## src/rtl/core/shs_pkg.sv

```systemverilog
`default_nettype none

package shs_pkg;

    localparam int SHS_WORDS = 8;
    localparam int SHS_WIN   = 16;

    localparam logic       SHS_CMD_ABSORB = 1'b0;
    localparam logic       SHS_CMD_FINISH = 1'b1;
    localparam logic [7:0] SHS_MARK       = 8'h80;
    localparam logic [5:0] SHS_LAST_POS   = 6'd63;
    localparam logic [5:0] SHS_LEN_POS    = 6'd56;
    localparam logic [5:0] SHS_LAST_RND   = 6'd63;
    localparam logic [2:0] SHS_LAST_WORD  = 3'd7;

    localparam logic [31:0] SHS_IV [SHS_WORDS] = '{
        32'h6a09e667, 32'hbb67ae85, 32'h3c6ef372, 32'ha54ff53a,
        32'h510e527f, 32'h9b05688c, 32'h1f83d9ab, 32'h5be0cd19
    };

    localparam logic [31:0] SHS_K [64] = '{
        32'h428a2f98, 32'h71374491, 32'hb5c0fbcf, 32'he9b5dba5,
        32'h3956c25b, 32'h59f111f1, 32'h923f82a4, 32'hab1c5ed5,
        32'hd807aa98, 32'h12835b01, 32'h243185be, 32'h550c7dc3,
        32'h72be5d74, 32'h80deb1fe, 32'h9bdc06a7, 32'hc19bf174,
        32'he49b69c1, 32'hefbe4786, 32'h0fc19dc6, 32'h240ca1cc,
        32'h2de92c6f, 32'h4a7484aa, 32'h5cb0a9dc, 32'h76f988da,
        32'h983e5152, 32'ha831c66d, 32'hb00327c8, 32'hbf597fc7,
        32'hc6e00bf3, 32'hd5a79147, 32'h06ca6351, 32'h14292967,
        32'h27b70a85, 32'h2e1b2138, 32'h4d2c6dfc, 32'h53380d13,
        32'h650a7354, 32'h766a0abb, 32'h81c2c92e, 32'h92722c85,
        32'ha2bfe8a1, 32'ha81a664b, 32'hc24b8b70, 32'hc76c51a3,
        32'hd192e819, 32'hd6990624, 32'hf40e3585, 32'h106aa070,
        32'h19a4c116, 32'h1e376c08, 32'h2748774c, 32'h34b0bcb5,
        32'h391c0cb3, 32'h4ed8aa4a, 32'h5b9cca4f, 32'h682e6ff3,
        32'h748f82ee, 32'h78a5636f, 32'h84c87814, 32'h8cc70208,
        32'h90befffa, 32'ha4506ceb, 32'hbef9a3f7, 32'hc67178f2
    };

    // sequencer -> schedule/round unit
    typedef struct packed {
        logic       shift;
        logic [7:0] data;
        logic       start;
        logic       reinit;
    } t_shs_ctl;

    // round unit -> sequencer
    typedef struct packed {
        logic busy;
        logic done;
    } t_shs_sts;

    function automatic logic [31:0] shs_bsig0(input logic [31:0] x);
        return {x[1:0], x[31:2]} ^ {x[12:0], x[31:13]} ^ {x[21:0], x[31:22]};
    endfunction

    function automatic logic [31:0] shs_bsig1(input logic [31:0] x);
        return {x[5:0], x[31:6]} ^ {x[10:0], x[31:11]} ^ {x[24:0], x[31:25]};
    endfunction

    function automatic logic [31:0] shs_ssig0(input logic [31:0] x);
        return {x[6:0], x[31:7]} ^ {x[17:0], x[31:18]} ^ {3'b000, x[31:3]};
    endfunction

    function automatic logic [31:0] shs_ssig1(input logic [31:0] x);
        return {x[16:0], x[31:17]} ^ {x[18:0], x[31:19]} ^ {10'd0, x[31:10]};
    endfunction

endpackage

`default_nettype wire

```

## src/rtl/core/shs_in_if.sv

```systemverilog
`default_nettype none

interface shs_in_if;
    logic       valid;
    logic       ready;
    logic       cmd;
    logic [7:0] data_byte;

    modport source (output valid, output cmd, output data_byte, input ready);
    modport sink   (input valid, input cmd, input data_byte, output ready);
endinterface

`default_nettype wire

```

## src/rtl/core/shs_out_if.sv

```systemverilog
`default_nettype none

interface shs_out_if;
    logic        valid;
    logic        ready;
    logic [31:0] digest_word;
    logic [2:0]  word_index;
    logic        last_word;

    modport source (output valid, output digest_word, output word_index,
                    output last_word, input ready);
    modport sink   (input valid, input digest_word, input word_index,
                    input last_word, output ready);
endinterface

`default_nettype wire

```

## src/rtl/core/shs_sched.sv

```systemverilog
`default_nettype none

// Block buffer and message schedule in one 16-word window.
// Bytes shift in at the tail; during rounds the window advances one word
// per cycle and the head is W[t].
module shs_sched
    import shs_pkg::*;
(
    input  wire logic        i_clk,
    input  wire t_shs_ctl    i_ctl,
    input  wire logic        i_step,
    output logic [31:0]      o_w
);

    logic [31:0] r_win [SHS_WIN];
    logic [31:0] w_next;

    assign w_next = r_win[0] + shs_ssig0(r_win[1]) + r_win[9] + shs_ssig1(r_win[14]);
    assign o_w    = r_win[0];

    always_ff @(posedge i_clk) begin
        if (i_ctl.shift) begin
            for (int i = 0; i < SHS_WIN - 1; i++) begin
                r_win[i] <= {r_win[i][23:0], r_win[i+1][31:24]};
            end
            r_win[SHS_WIN-1] <= {r_win[SHS_WIN-1][23:0], i_ctl.data};
        end else if (i_step) begin
            for (int i = 0; i < SHS_WIN - 1; i++) begin
                r_win[i] <= r_win[i+1];
            end
            r_win[SHS_WIN-1] <= w_next;
        end
    end

endmodule

`default_nettype wire

```

## src/rtl/core/shs_round.sv

```systemverilog
`default_nettype none

// One SHA-256 round per cycle over the working words, then a fold cycle
// that adds them into the chaining words.
module shs_round
    import shs_pkg::*;
(
    input  wire logic        i_clk,
    input  wire logic        i_rst_n,
    input  wire t_shs_ctl    i_ctl,
    input  wire logic [31:0] i_w,
    output t_shs_sts         o_sts,
    output logic [31:0]      o_chain [SHS_WORDS]
);

    logic [31:0] r_h [SHS_WORDS];
    logic [31:0] r_s [SHS_WORDS];
    logic [5:0]  r_rnd;
    logic        r_busy;
    logic        r_fold;

    logic [31:0] w_ch, w_mj, w_t1, w_t2;

    always_comb begin
        w_ch = (r_s[4] & r_s[5]) ^ (~r_s[4] & r_s[6]);
        w_mj = (r_s[0] & r_s[1]) ^ (r_s[0] & r_s[2]) ^ (r_s[1] & r_s[2]);
        w_t1 = r_s[7] + shs_bsig1(r_s[4]) + w_ch + SHS_K[r_rnd] + i_w;
        w_t2 = shs_bsig0(r_s[0]) + w_mj;
    end

    always_ff @(posedge i_clk) begin
        if (!i_rst_n) begin
            r_busy <= 1'b0;
            r_fold <= 1'b0;
            r_rnd  <= '0;
            r_h    <= SHS_IV;
        end else begin
            r_fold <= 1'b0;
            if (i_ctl.start) begin
                r_busy <= 1'b1;
                r_rnd  <= '0;
            end else if (r_busy) begin
                r_rnd <= r_rnd + 6'd1;
                if (r_rnd == SHS_LAST_RND) begin
                    r_busy <= 1'b0;
                    r_fold <= 1'b1;
                end
            end
            if (i_ctl.reinit) begin
                r_h <= SHS_IV;
            end else if (r_fold) begin
                for (int i = 0; i < SHS_WORDS; i++) begin
                    r_h[i] <= r_h[i] + r_s[i];
                end
            end
        end
    end

    always_ff @(posedge i_clk) begin
        if (i_ctl.start) begin
            r_s <= r_h;
        end else if (r_busy) begin
            r_s[7] <= r_s[6];
            r_s[6] <= r_s[5];
            r_s[5] <= r_s[4];
            r_s[4] <= r_s[3] + w_t1;
            r_s[3] <= r_s[2];
            r_s[2] <= r_s[1];
            r_s[1] <= r_s[0];
            r_s[0] <= w_t1 + w_t2;
        end
    end

    assign o_sts.busy = r_busy;
    assign o_sts.done = r_fold;
    assign o_chain    = r_h;

endmodule

`default_nettype wire

```

## src/rtl/core/sha256_stream_hash.sv

```systemverilog
// Absorb byte: the 64th byte of a block also starts a compression that holds off
// the next byte until its 64 rounds and the fold are done.
// Finish command: padding then shifts in one byte per cycle (64 - fill bytes, or that
// plus 64 when no room for the length), a compression per block, then 8 digest words.
// Rate is set by the single shared round unit. Synchronous active-low reset
// restores the initial hash values and clears fill and length counts.
`default_nettype none

module sha256_stream_hash
    import shs_pkg::*;
(
    input  wire logic  i_clk,
    input  wire logic  i_rst_n,
    shs_in_if.sink     i_in,
    shs_out_if.source  o_out
);

    typedef enum logic [4:0] {
        ST_IDLE  = 5'b00001,
        ST_HASH  = 5'b00010,
        ST_PAD   = 5'b00100,
        ST_PHASH = 5'b01000,
        ST_OUT   = 5'b10000
    } t_shs_state;

    t_shs_state  r_state, n_state;
    logic [5:0]  r_fill, n_fill;
    logic [60:0] r_msg, n_msg;
    logic        r_mark, n_mark;
    logic        r_len_blk, n_len_blk;
    logic [2:0]  r_idx, n_idx;

    t_shs_ctl    ctl;
    t_shs_sts    sts;
    logic [31:0] w_sched;
    logic [31:0] w_chain [SHS_WORDS];
    logic [63:0] w_bits;
    logic [7:0]  w_len_byte;
    logic        w_in_acc, w_out_acc;

    assign w_bits     = {r_msg, 3'b000};
    // length byte at buffer position 56+k is bit-length byte 7-k
    assign w_len_byte = w_bits[{~r_fill[2:0], 3'b000} +: 8];

    assign i_in.ready = (r_state == ST_IDLE);
    assign w_in_acc   = i_in.valid && i_in.ready;
    assign w_out_acc  = o_out.valid && o_out.ready;

    always_comb begin
        n_state   = r_state;
        n_fill    = r_fill;
        n_msg     = r_msg;
        n_mark    = r_mark;
        n_len_blk = r_len_blk;
        n_idx     = r_idx;
        ctl       = '0;
        case (r_state)
            ST_IDLE: begin
                if (w_in_acc) begin
                    if (i_in.cmd == SHS_CMD_FINISH) begin
                        n_state = ST_PAD;
                        n_mark  = 1'b1;
                    end else begin
                        ctl.shift = 1'b1;
                        ctl.data  = i_in.data_byte;
                        n_fill    = r_fill + 6'd1;
                        n_msg     = r_msg + 61'd1;
                        if (r_fill == SHS_LAST_POS) begin
                            ctl.start = 1'b1;
                            n_state   = ST_HASH;
                        end
                    end
                end
            end
            ST_HASH: begin
                if (sts.done) begin
                    n_state = ST_IDLE;
                end
            end
            ST_PAD: begin
                ctl.shift = 1'b1;
                n_fill    = r_fill + 6'd1;
                if (r_mark) begin
                    ctl.data  = SHS_MARK;
                    n_mark    = 1'b0;
                    // length fits in this block only if the marker lands before it
                    n_len_blk = (r_fill < SHS_LEN_POS);
                end else if (r_len_blk && (r_fill >= SHS_LEN_POS)) begin
                    ctl.data = w_len_byte;
                end else begin
                    ctl.data = 8'h00;
                end
                if (r_fill == SHS_LAST_POS) begin
                    ctl.start = 1'b1;
                    n_state   = ST_PHASH;
                end
            end
            ST_PHASH: begin
                if (sts.done) begin
                    if (r_len_blk) begin
                        n_state = ST_OUT;
                        n_idx   = '0;
                    end else begin
                        n_len_blk = 1'b1;
                        n_state   = ST_PAD;
                    end
                end
            end
            ST_OUT: begin
                if (w_out_acc) begin
                    n_idx = r_idx + 3'd1;
                    if (r_idx == SHS_LAST_WORD) begin
                        ctl.reinit = 1'b1;
                        n_msg      = '0;
                        n_state    = ST_IDLE;
                    end
                end
            end
            default: begin
                n_state = ST_IDLE;
            end
        endcase
    end

    always_ff @(posedge i_clk) begin
        if (!i_rst_n) begin
            r_state   <= ST_IDLE;
            r_fill    <= '0;
            r_msg     <= '0;
            r_mark    <= 1'b0;
            r_len_blk <= 1'b0;
            r_idx     <= '0;
        end else begin
            r_state   <= n_state;
            r_fill    <= n_fill;
            r_msg     <= n_msg;
            r_mark    <= n_mark;
            r_len_blk <= n_len_blk;
            r_idx     <= n_idx;
        end
    end

    shs_sched u_sched (
        .i_clk  (i_clk),
        .i_ctl  (ctl),
        .i_step (sts.busy),
        .o_w    (w_sched)
    );

    shs_round u_round (
        .i_clk   (i_clk),
        .i_rst_n (i_rst_n),
        .i_ctl   (ctl),
        .i_w     (w_sched),
        .o_sts   (sts),
        .o_chain (w_chain)
    );

    assign o_out.valid       = (r_state == ST_OUT);
    assign o_out.digest_word = w_chain[r_idx];
    assign o_out.word_index  = r_idx;
    assign o_out.last_word   = (r_idx == SHS_LAST_WORD);

    a_out_idle_core: assert property (@(posedge i_clk) disable iff (!i_rst_n)
        o_out.valid |-> !sts.busy && !sts.done)
        else $error("digest word shown while compression active");

    a_start_free: assert property (@(posedge i_clk) disable iff (!i_rst_n)
        ctl.start |-> !sts.busy && r_fill == SHS_LAST_POS)
        else $error("compression started while busy or block not full");

    a_done_after_busy: assert property (@(posedge i_clk) disable iff (!i_rst_n)
        sts.done |-> $past(sts.busy))
        else $error("fold without preceding rounds");

    a_clear_after_digest: assert property (@(posedge i_clk) disable iff (!i_rst_n)
        (w_out_acc && o_out.last_word) |=> (r_fill == 6'd0 && r_msg == 61'd0))
        else $error("message state not cleared after digest");

endmodule

`default_nettype wire
```

## src/flat_wrapper.sv

```systemverilog
// flat-port wrapper written by rule: the top's interface ports become plain ports
module sha256_stream_hash_flat import shs_pkg::*;
  (i_clk, i_rst_n, i_in_valid, i_in_cmd, i_in_data_byte, i_in_ready, o_out_valid, o_out_digest_word, o_out_word_index, o_out_last_word, o_out_ready);
  shs_in_if i_in_i ();
  shs_out_if o_out_i ();
  input  wire logic i_clk;
  input  wire logic i_rst_n;
  input wire logic [$bits(i_in_i.valid)-1:0] i_in_valid;
  input wire logic [$bits(i_in_i.cmd)-1:0] i_in_cmd;
  input wire logic [$bits(i_in_i.data_byte)-1:0] i_in_data_byte;
  output wire logic [$bits(i_in_i.ready)-1:0] i_in_ready;
  output wire logic [$bits(o_out_i.valid)-1:0] o_out_valid;
  output wire logic [$bits(o_out_i.digest_word)-1:0] o_out_digest_word;
  output wire logic [$bits(o_out_i.word_index)-1:0] o_out_word_index;
  output wire logic [$bits(o_out_i.last_word)-1:0] o_out_last_word;
  input wire logic [$bits(o_out_i.ready)-1:0] o_out_ready;
  assign i_in_i.valid = i_in_valid;
  assign i_in_i.cmd = i_in_cmd;
  assign i_in_i.data_byte = i_in_data_byte;
  assign i_in_ready = i_in_i.ready;
  assign o_out_valid = o_out_i.valid;
  assign o_out_digest_word = o_out_i.digest_word;
  assign o_out_word_index = o_out_i.word_index;
  assign o_out_last_word = o_out_i.last_word;
  assign o_out_i.ready = o_out_ready;
  sha256_stream_hash u_core (.i_clk(i_clk), .i_rst_n(i_rst_n), .i_in(i_in_i), .o_out(o_out_i));
endmodule
```

## config.mk

```make
export PLATFORM = sky130hd
export DESIGN_NAME = sha256_stream_hash_flat
export DESIGN_NICKNAME = d
export VERILOG_FILES = /design/src/rtl/core/shs_pkg.sv /design/src/rtl/core/shs_in_if.sv /design/src/rtl/core/shs_out_if.sv /design/src/rtl/core/shs_sched.sv /design/src/rtl/core/shs_round.sv /design/src/rtl/core/sha256_stream_hash.sv /design/src/flat_wrapper.sv
export SDC_FILE = /design/constraint.sdc
export NUM_CORES = 2
export LEC_CHECK = 0
export ABC_CLOCK_PERIOD_IN_PS = 47900
export BUFFER_PORTS_ARGS = -buffer_cell sky130_fd_sc_hd__buf_2
export CAP_MARGIN = 25
export CORE_MARGIN = 5
export CORE_UTILIZATION = 55
export CTS_CLUSTER_DIAMETER = 100
export DETAILED_ROUTE_END_ITERATION = 10
export PLACE_DENSITY = 0.73
export SYNTH_ARGS = -nofsm -noshare
export SYNTH_HDL_FRONTEND = slang
export SYNTH_SLANG_ARGS = --single-unit
export TNS_END_PERCENT = 10
```

## constraint.sdc

```tcl
create_clock -name i_clk -period 47.9 [get_ports i_clk]
set_clock_uncertainty 0.2 [all_clocks]
set_input_delay 7.185 -clock i_clk [delete_from_list [all_inputs] [get_ports i_clk]]
set_output_delay 7.185 -clock i_clk [all_outputs]
set_load 0.02 [all_outputs]
```

Word-level counts from Yosys, hierarchy flattened --
Memory sizes are Yosys's and may differ from the RTL's. Index checks and enable logic that the tools add are counted.
Cells by class: magnitude comparators 4, $add $sub $neg 22, equal/unequal tests 19, reduce and logical (&&, ||, !) cells 17, multiplexer cells 69, shifts and indexed selects 1, bitwise gates (word level) 38
Operators by type and width (count):
- two-way mux 32 bit | 20
- adder 32 bit | 18
- two-way mux 256 bit | 2
- XOR 32 bit | 9
- two-way mux 61 bit | 4
- AND 32 bit | 5
- case mux 61 bit (2 select lines) | 1
- binary-select mux 32 bit (select 3 bit) | 1
- indexed part select 64 x 7 -> 8 bit | 1
- adder 61 x 1 -> 61 bit (second input constant) | 1
- two-way mux 5 bit | 9
- NOT 32 bit | 1
- XOR 32 x 22 -> 32 bit | 1
- XOR 32 x 29 -> 32 bit | 1
- case mux 5 bit (5 select lines) | 1
- two-way mux 10 bit | 2
- case mux 10 bit (2 select lines) | 1
- two-way mux 1 bit | 17
- two-way mux 8 bit | 2
- OR 1 bit | 16
- inequality test 2 bit (second input constant) | 7
- adder 6 x 1 -> 6 bit (second input constant) | 2
- equality test 6 bit (second input constant) | 2
- two-way mux 6 bit | 2
- other kinds (29) | 44
Storage, ports and cells: ROM bits 2048, bits of input ports 13, output and inout port bits 38, memories 2, memory bits (writable) 512, bits in registers 597, word-level logic and storage cells 197
Memory list:
- (name not given) | depth 64, bits a word 32, rd ports 1, clocked after Yosys merged registers in 0, wr ports 0, line shs_round.sv:27 | w_t1 = r_s[7] + shs_bsig1(r_s[4]) + w_ch + SHS_K[r_rnd] + i_w;
- u_core.u_sched.r_win | depth 16, bits a word 32, rd ports 16, clocked after Yosys merged registers in 0, wr ports 16, line shs_sched.sv:15 | logic [31:0] r_win [SHS_WIN];

Logic depth before layout (Yosys ltp) --
depth in word-level cells 9, mapped depth 43, gate-level depth less buffers 40

Cells and area by module --
A second synthesis with hierarchy kept.
Unflattened totals: cell total of the unflattened synthesis 7294, area, all modules 76283.2 sq um
By module, submodules not included:
- shs_round | area an instance 43728.2 sq um, cells each 4886, sequential area each 12972.4 sq um, times used 1
- shs_sched | area an instance 26181.4 sq um, cells each 1763, sequential area each 15374.7 sq um, times used 1
- sha256_stream_hash | area an instance 6373.6 sq um, cells each 645, sequential area each 1541.5 sq um, times used 1

Worst setup path after synthesis --
No wires, ideal clock.
path type input to register, start point input port i_in_valid, end point memory u_core.u_sched.r_win[0][0] (enable), arrival 16.663 ns, setup time 3.648 ns, slack 27.389 ns, required time 44.052 ns, buffers on the path 3, stages on the path 6, path through nor3b_1 -> nor2_1 -> clkbuf_1 -> clkbuf_1 -> clkbuf_1 -> nand2_1
RTL lines:
- from (decl) | line flat_wrapper.sv:8 | input wire logic [$bits(i_in_i.valid)-1:0] i_in_valid;
- to (decl) | line shs_sched.sv:15

==> results.sh <==
export IMPL_syn_area_um2=75220
export IMPL_routed_wl_um=218500
export IMPL_crit_fanout=86
export IMPL_end_kind="register"
export IMPL_avgViaCountPerCell=6.156
export IMPL_wl_per_cell_um=22.98
export IMPL_synth_mux_area_share_pct=9.684
export IMPL_synth_xor_area_share_pct=6.958
export IMPL_relSlewSlack_pct=21.58
export IMPL_rows=135
export IMPL_root_buffer="clkbuf_16"
export IMPL_p_leak_uw=0.03208
export IMPL_die_w_um=379.8
export IMPL_clkTransAtPathRegs_ns=0.06
export IMPL_synth_top_family_by_area="simple AND/OR/NAND/NOR gates"
export IMPL_holdBufCountCts=0
export IMPL_synth_main_ff_cell="edfxtp_1"
export IMPL_grt_antenna_before_repair=3
export IMPL_hpwl_um=160800
export IMPL_synth_compound_area_share_pct=13.21
export IMPL_worstSetupPathType="input pin to register"
export IMPL_initial_core_util_pct=55.46
export IMPL_yosysSeqAreaShare_pct=39.73
export IMPL_antenna_diode_count=0
export IMPL_clock_path_buffers=3
export IMPL_grtUsageTotal_pct=29.30
export IMPL_dieArea_um2=144300
export IMPL_htreeDepth=3
export IMPL_final_antenna_net_count=0
export IMPL_cts_resized=0
export IMPL_cp_required_ns=48.11
export IMPL_synthSimpleGateAreaFrac_pct=14.36
export IMPL_drv_cap=0
export IMPL_cts_tree="yes"
export IMPL_setup_tns_ns=0
export IMPL_fillers=11444
export IMPL_finalCritPeriodShare_pct=24.83
export IMPL_area_growth_syn_to_layout_pct=7.029
export IMPL_yosysUniqueCellTypes=87
export IMPL_setup_viol=0
export IMPL_synth_async_sr_flop_share_pct=0
export IMPL_drc=0
export IMPL_p_per_area_nw_per_um2=56.05
export IMPL_fmax_mhz=84.08
export IMPL_syn_nets=8424
export IMPL_min_period_ns=11.89
export IMPL_synth_seq_cells=1109
export IMPL_hp_class="register to register"
export IMPL_io_pins=51
export IMPL_grt_pass1_wl_um=330200
export IMPL_yosys_area_share_adder_pct=11.85
export IMPL_clk_latency_ns=0.78
export IMPL_drtIter0Drc=5870
export IMPL_drive_above_1_share_pct=9.982
export IMPL_final_nets=8228
export IMPL_numPortBuffers=50
export IMPL_slew_violations=0
export IMPL_core_um2=135600
export IMPL_synth_edf_count=768
export IMPL_overflow=0
export IMPL_syn_area_per_cell_um2=9.622
export IMPL_cts_setup_buffers=0
export IMPL_drtPass1Iterations=6
export IMPL_gp_congestion=1.009
export IMPL_ir_drop_mv=0.08638
export IMPL_die_y_um=379.8
export IMPL_num_vias=58511
export IMPL_fin_area_um2=80510
export IMPL_setup_worst_path_start_class="input pin"
export IMPL_rsz0062_at_grt="no"
export IMPL_cts_sinks=1109
export IMPL_tightest_slew_ns=1.166
export IMPL_cts_buffers=116
export IMPL_worst_ep_arrival_time_ns=12.11
export IMPL_grt_max_degree=200
export IMPL_status="finished clean"
export IMPL_placement_cell_area_um2=76620
export IMPL_grt_pass1_vias=55569
export IMPL_hold_viol=0
export IMPL_ys_warn_count=0
export IMPL_synth_cells=7818
area by class of cell:
type	count	area, um2	share of cell area, %
clock buffers	145	3042	3.778
clock inverters	75	800.8	0.9946
inverters	413	1555	1.932
multi-input cells	5878	42230	52.46
flip-flops and latches	1109	29910	37.15
well taps	1781	2228	2.768
repair buffers	104	742.0	0.9216
report_power, final:
| part | internal [uW] | switching, uW | leakage (uW) |
|---|---|---|---|
| Combinational | 864 | 1270 | 0.0204 |
| Clock | 513 | 409 | 0.00185 |
| Sequential | 1320 | 136 | 0.00982 |
| Total | 2700 | 1820 | 0.0321 |
sequential cells by signal, summed over array words and instances, names as in the netlist:
register / cells
u_core.u_sched.r_win: 512
u_core.r_fill: 6
u_core.u_round.r_fold: 1
u_core.u_round.r_busy: 1
u_core.r_len_blk: 1
u_core.u_round.o_chain: 256
u_core.u_round.r_s: 256
u_core.u_round.r_rnd: 6
u_core.r_state: 5
u_core.o_out.word_index: 3
u_core.r_mark: 1
u_core.r_msg: 61
path summary, 6_finish.rpt:
| check | slack, ns | cells after the start | endpoint | startpoint |
|---|---|---|---|---|
| worst max-delay path | 36.01 | 9 | u_core.u_sched.r_win[0][263] | i_in_cmd |
| worst min-delay path | 0.30 | 2 | u_core.u_round.o_chain[255] | u_core.u_round.o_chain[255] |
| worst max register to register | 37.45 | 37 | u_core.u_round.r_s[255] | u_core.u_round.r_rnd[1] |
| worst min register to register | 0.30 | 2 | u_core.u_round.o_chain[255] | u_core.u_round.o_chain[255] |
kinds of logic after synthesis:
logic type,count (synthesis)
buffers and inverters,831
AND/OR/NAND/NOR,2518
flip-flops,1109
AO/OA/AOI/OAI,1590
multiplexers,578
adder cells (fa/ha/maj),596
XOR/XNOR,596
stage by stage:
stage               setup slack (ns)  std cells  utilization (%)  power [uW]  hold slack [ns]
floorplan                      27.39       7818                -        3051           0.2531
global placement               34.50       9279            56.46        3535           0.2655
detailed placement             34.37       9283            56.49        3570           0.2821
CTS                            35.22       9503            59.32        4510           0.2935
global route                   35.67       9505            59.36        4800           0.3166
finish                         36.01       9505            59.36        4513           0.2976
layer usage:
metal	track usage (%)	routed length, um	part of all wire, %
met1	38.15	87250	40
met2	46.70	99470	46
met3	4.783	16860	7.7
met4	16.57	14870	6.8
met5	0	0	0
placed cells by master, fill, tap and decap left out, drive strengths merged, types with 12 or more instances in the layout:
cell type and count:
a211o 25, clkinv 57, o31ai 40, o21ai 437
o21bai 51, mux4 84, and3 41, a21oi 448
nand3 115, nor3 93, edfxtp 768, a211oi 71
mux2i 136, and4 18, dfxtp 341, a31oi 49
a21boi 15, or2 20, and2 28, ha 398
o21a 49, clkbuf 145, fa 195, buf 104
nand2 1444, nor2b 62, o311ai 14, nor3b 13
nand2b 70, nor4 12, nor2 487, xnor2 389
o22ai 13, nand4 45, o211ai 45, or3 41
mux2 358, xor2 206, inv 412, a21o 199
critical path, cell delays in order:
cell	delay, ns
buf_2	0.13
nor3b_2	0.77
nor2_4	0.02
buf_4	0.39
nand2_4	0.82
buf_4	0.71
buf_4	0.85
buf_4	0.31
buf_4	0.70
cells in the mapped netlist, types with 84 or more instances:
| cell type | number | area [um2] |
|---|---|---|
| fa_1 | 195 | 3904 |
| nor2_1 | 485 | 1821 |
| xnor2_1 | 389 | 3407 |
| mux2i_1 | 136 | 1361 |
| a21oi_1 | 448 | 2242 |
| nand2_1 | 1444 | 5420 |
| clkbuf_1 | 324 | 1216 |
| xor2_1 | 206 | 1804 |
| o21ai_0 | 435 | 2177 |
| dfxtp_1 | 341 | 6827 |
| mux4_2 | 84 | 1892 |
| edfxtp_1 | 768 | 23060 |
| a21o_1 | 199 | 1494 |
| inv_1 | 410 | 1539 |
| mux2_2 | 358 | 4031 |
| ha_1 | 398 | 4980 |
| nand3_1 | 114 | 570.6 |
| nor3_1 | 92 | 460.4 |
Power figures use the tool's default switching activity.
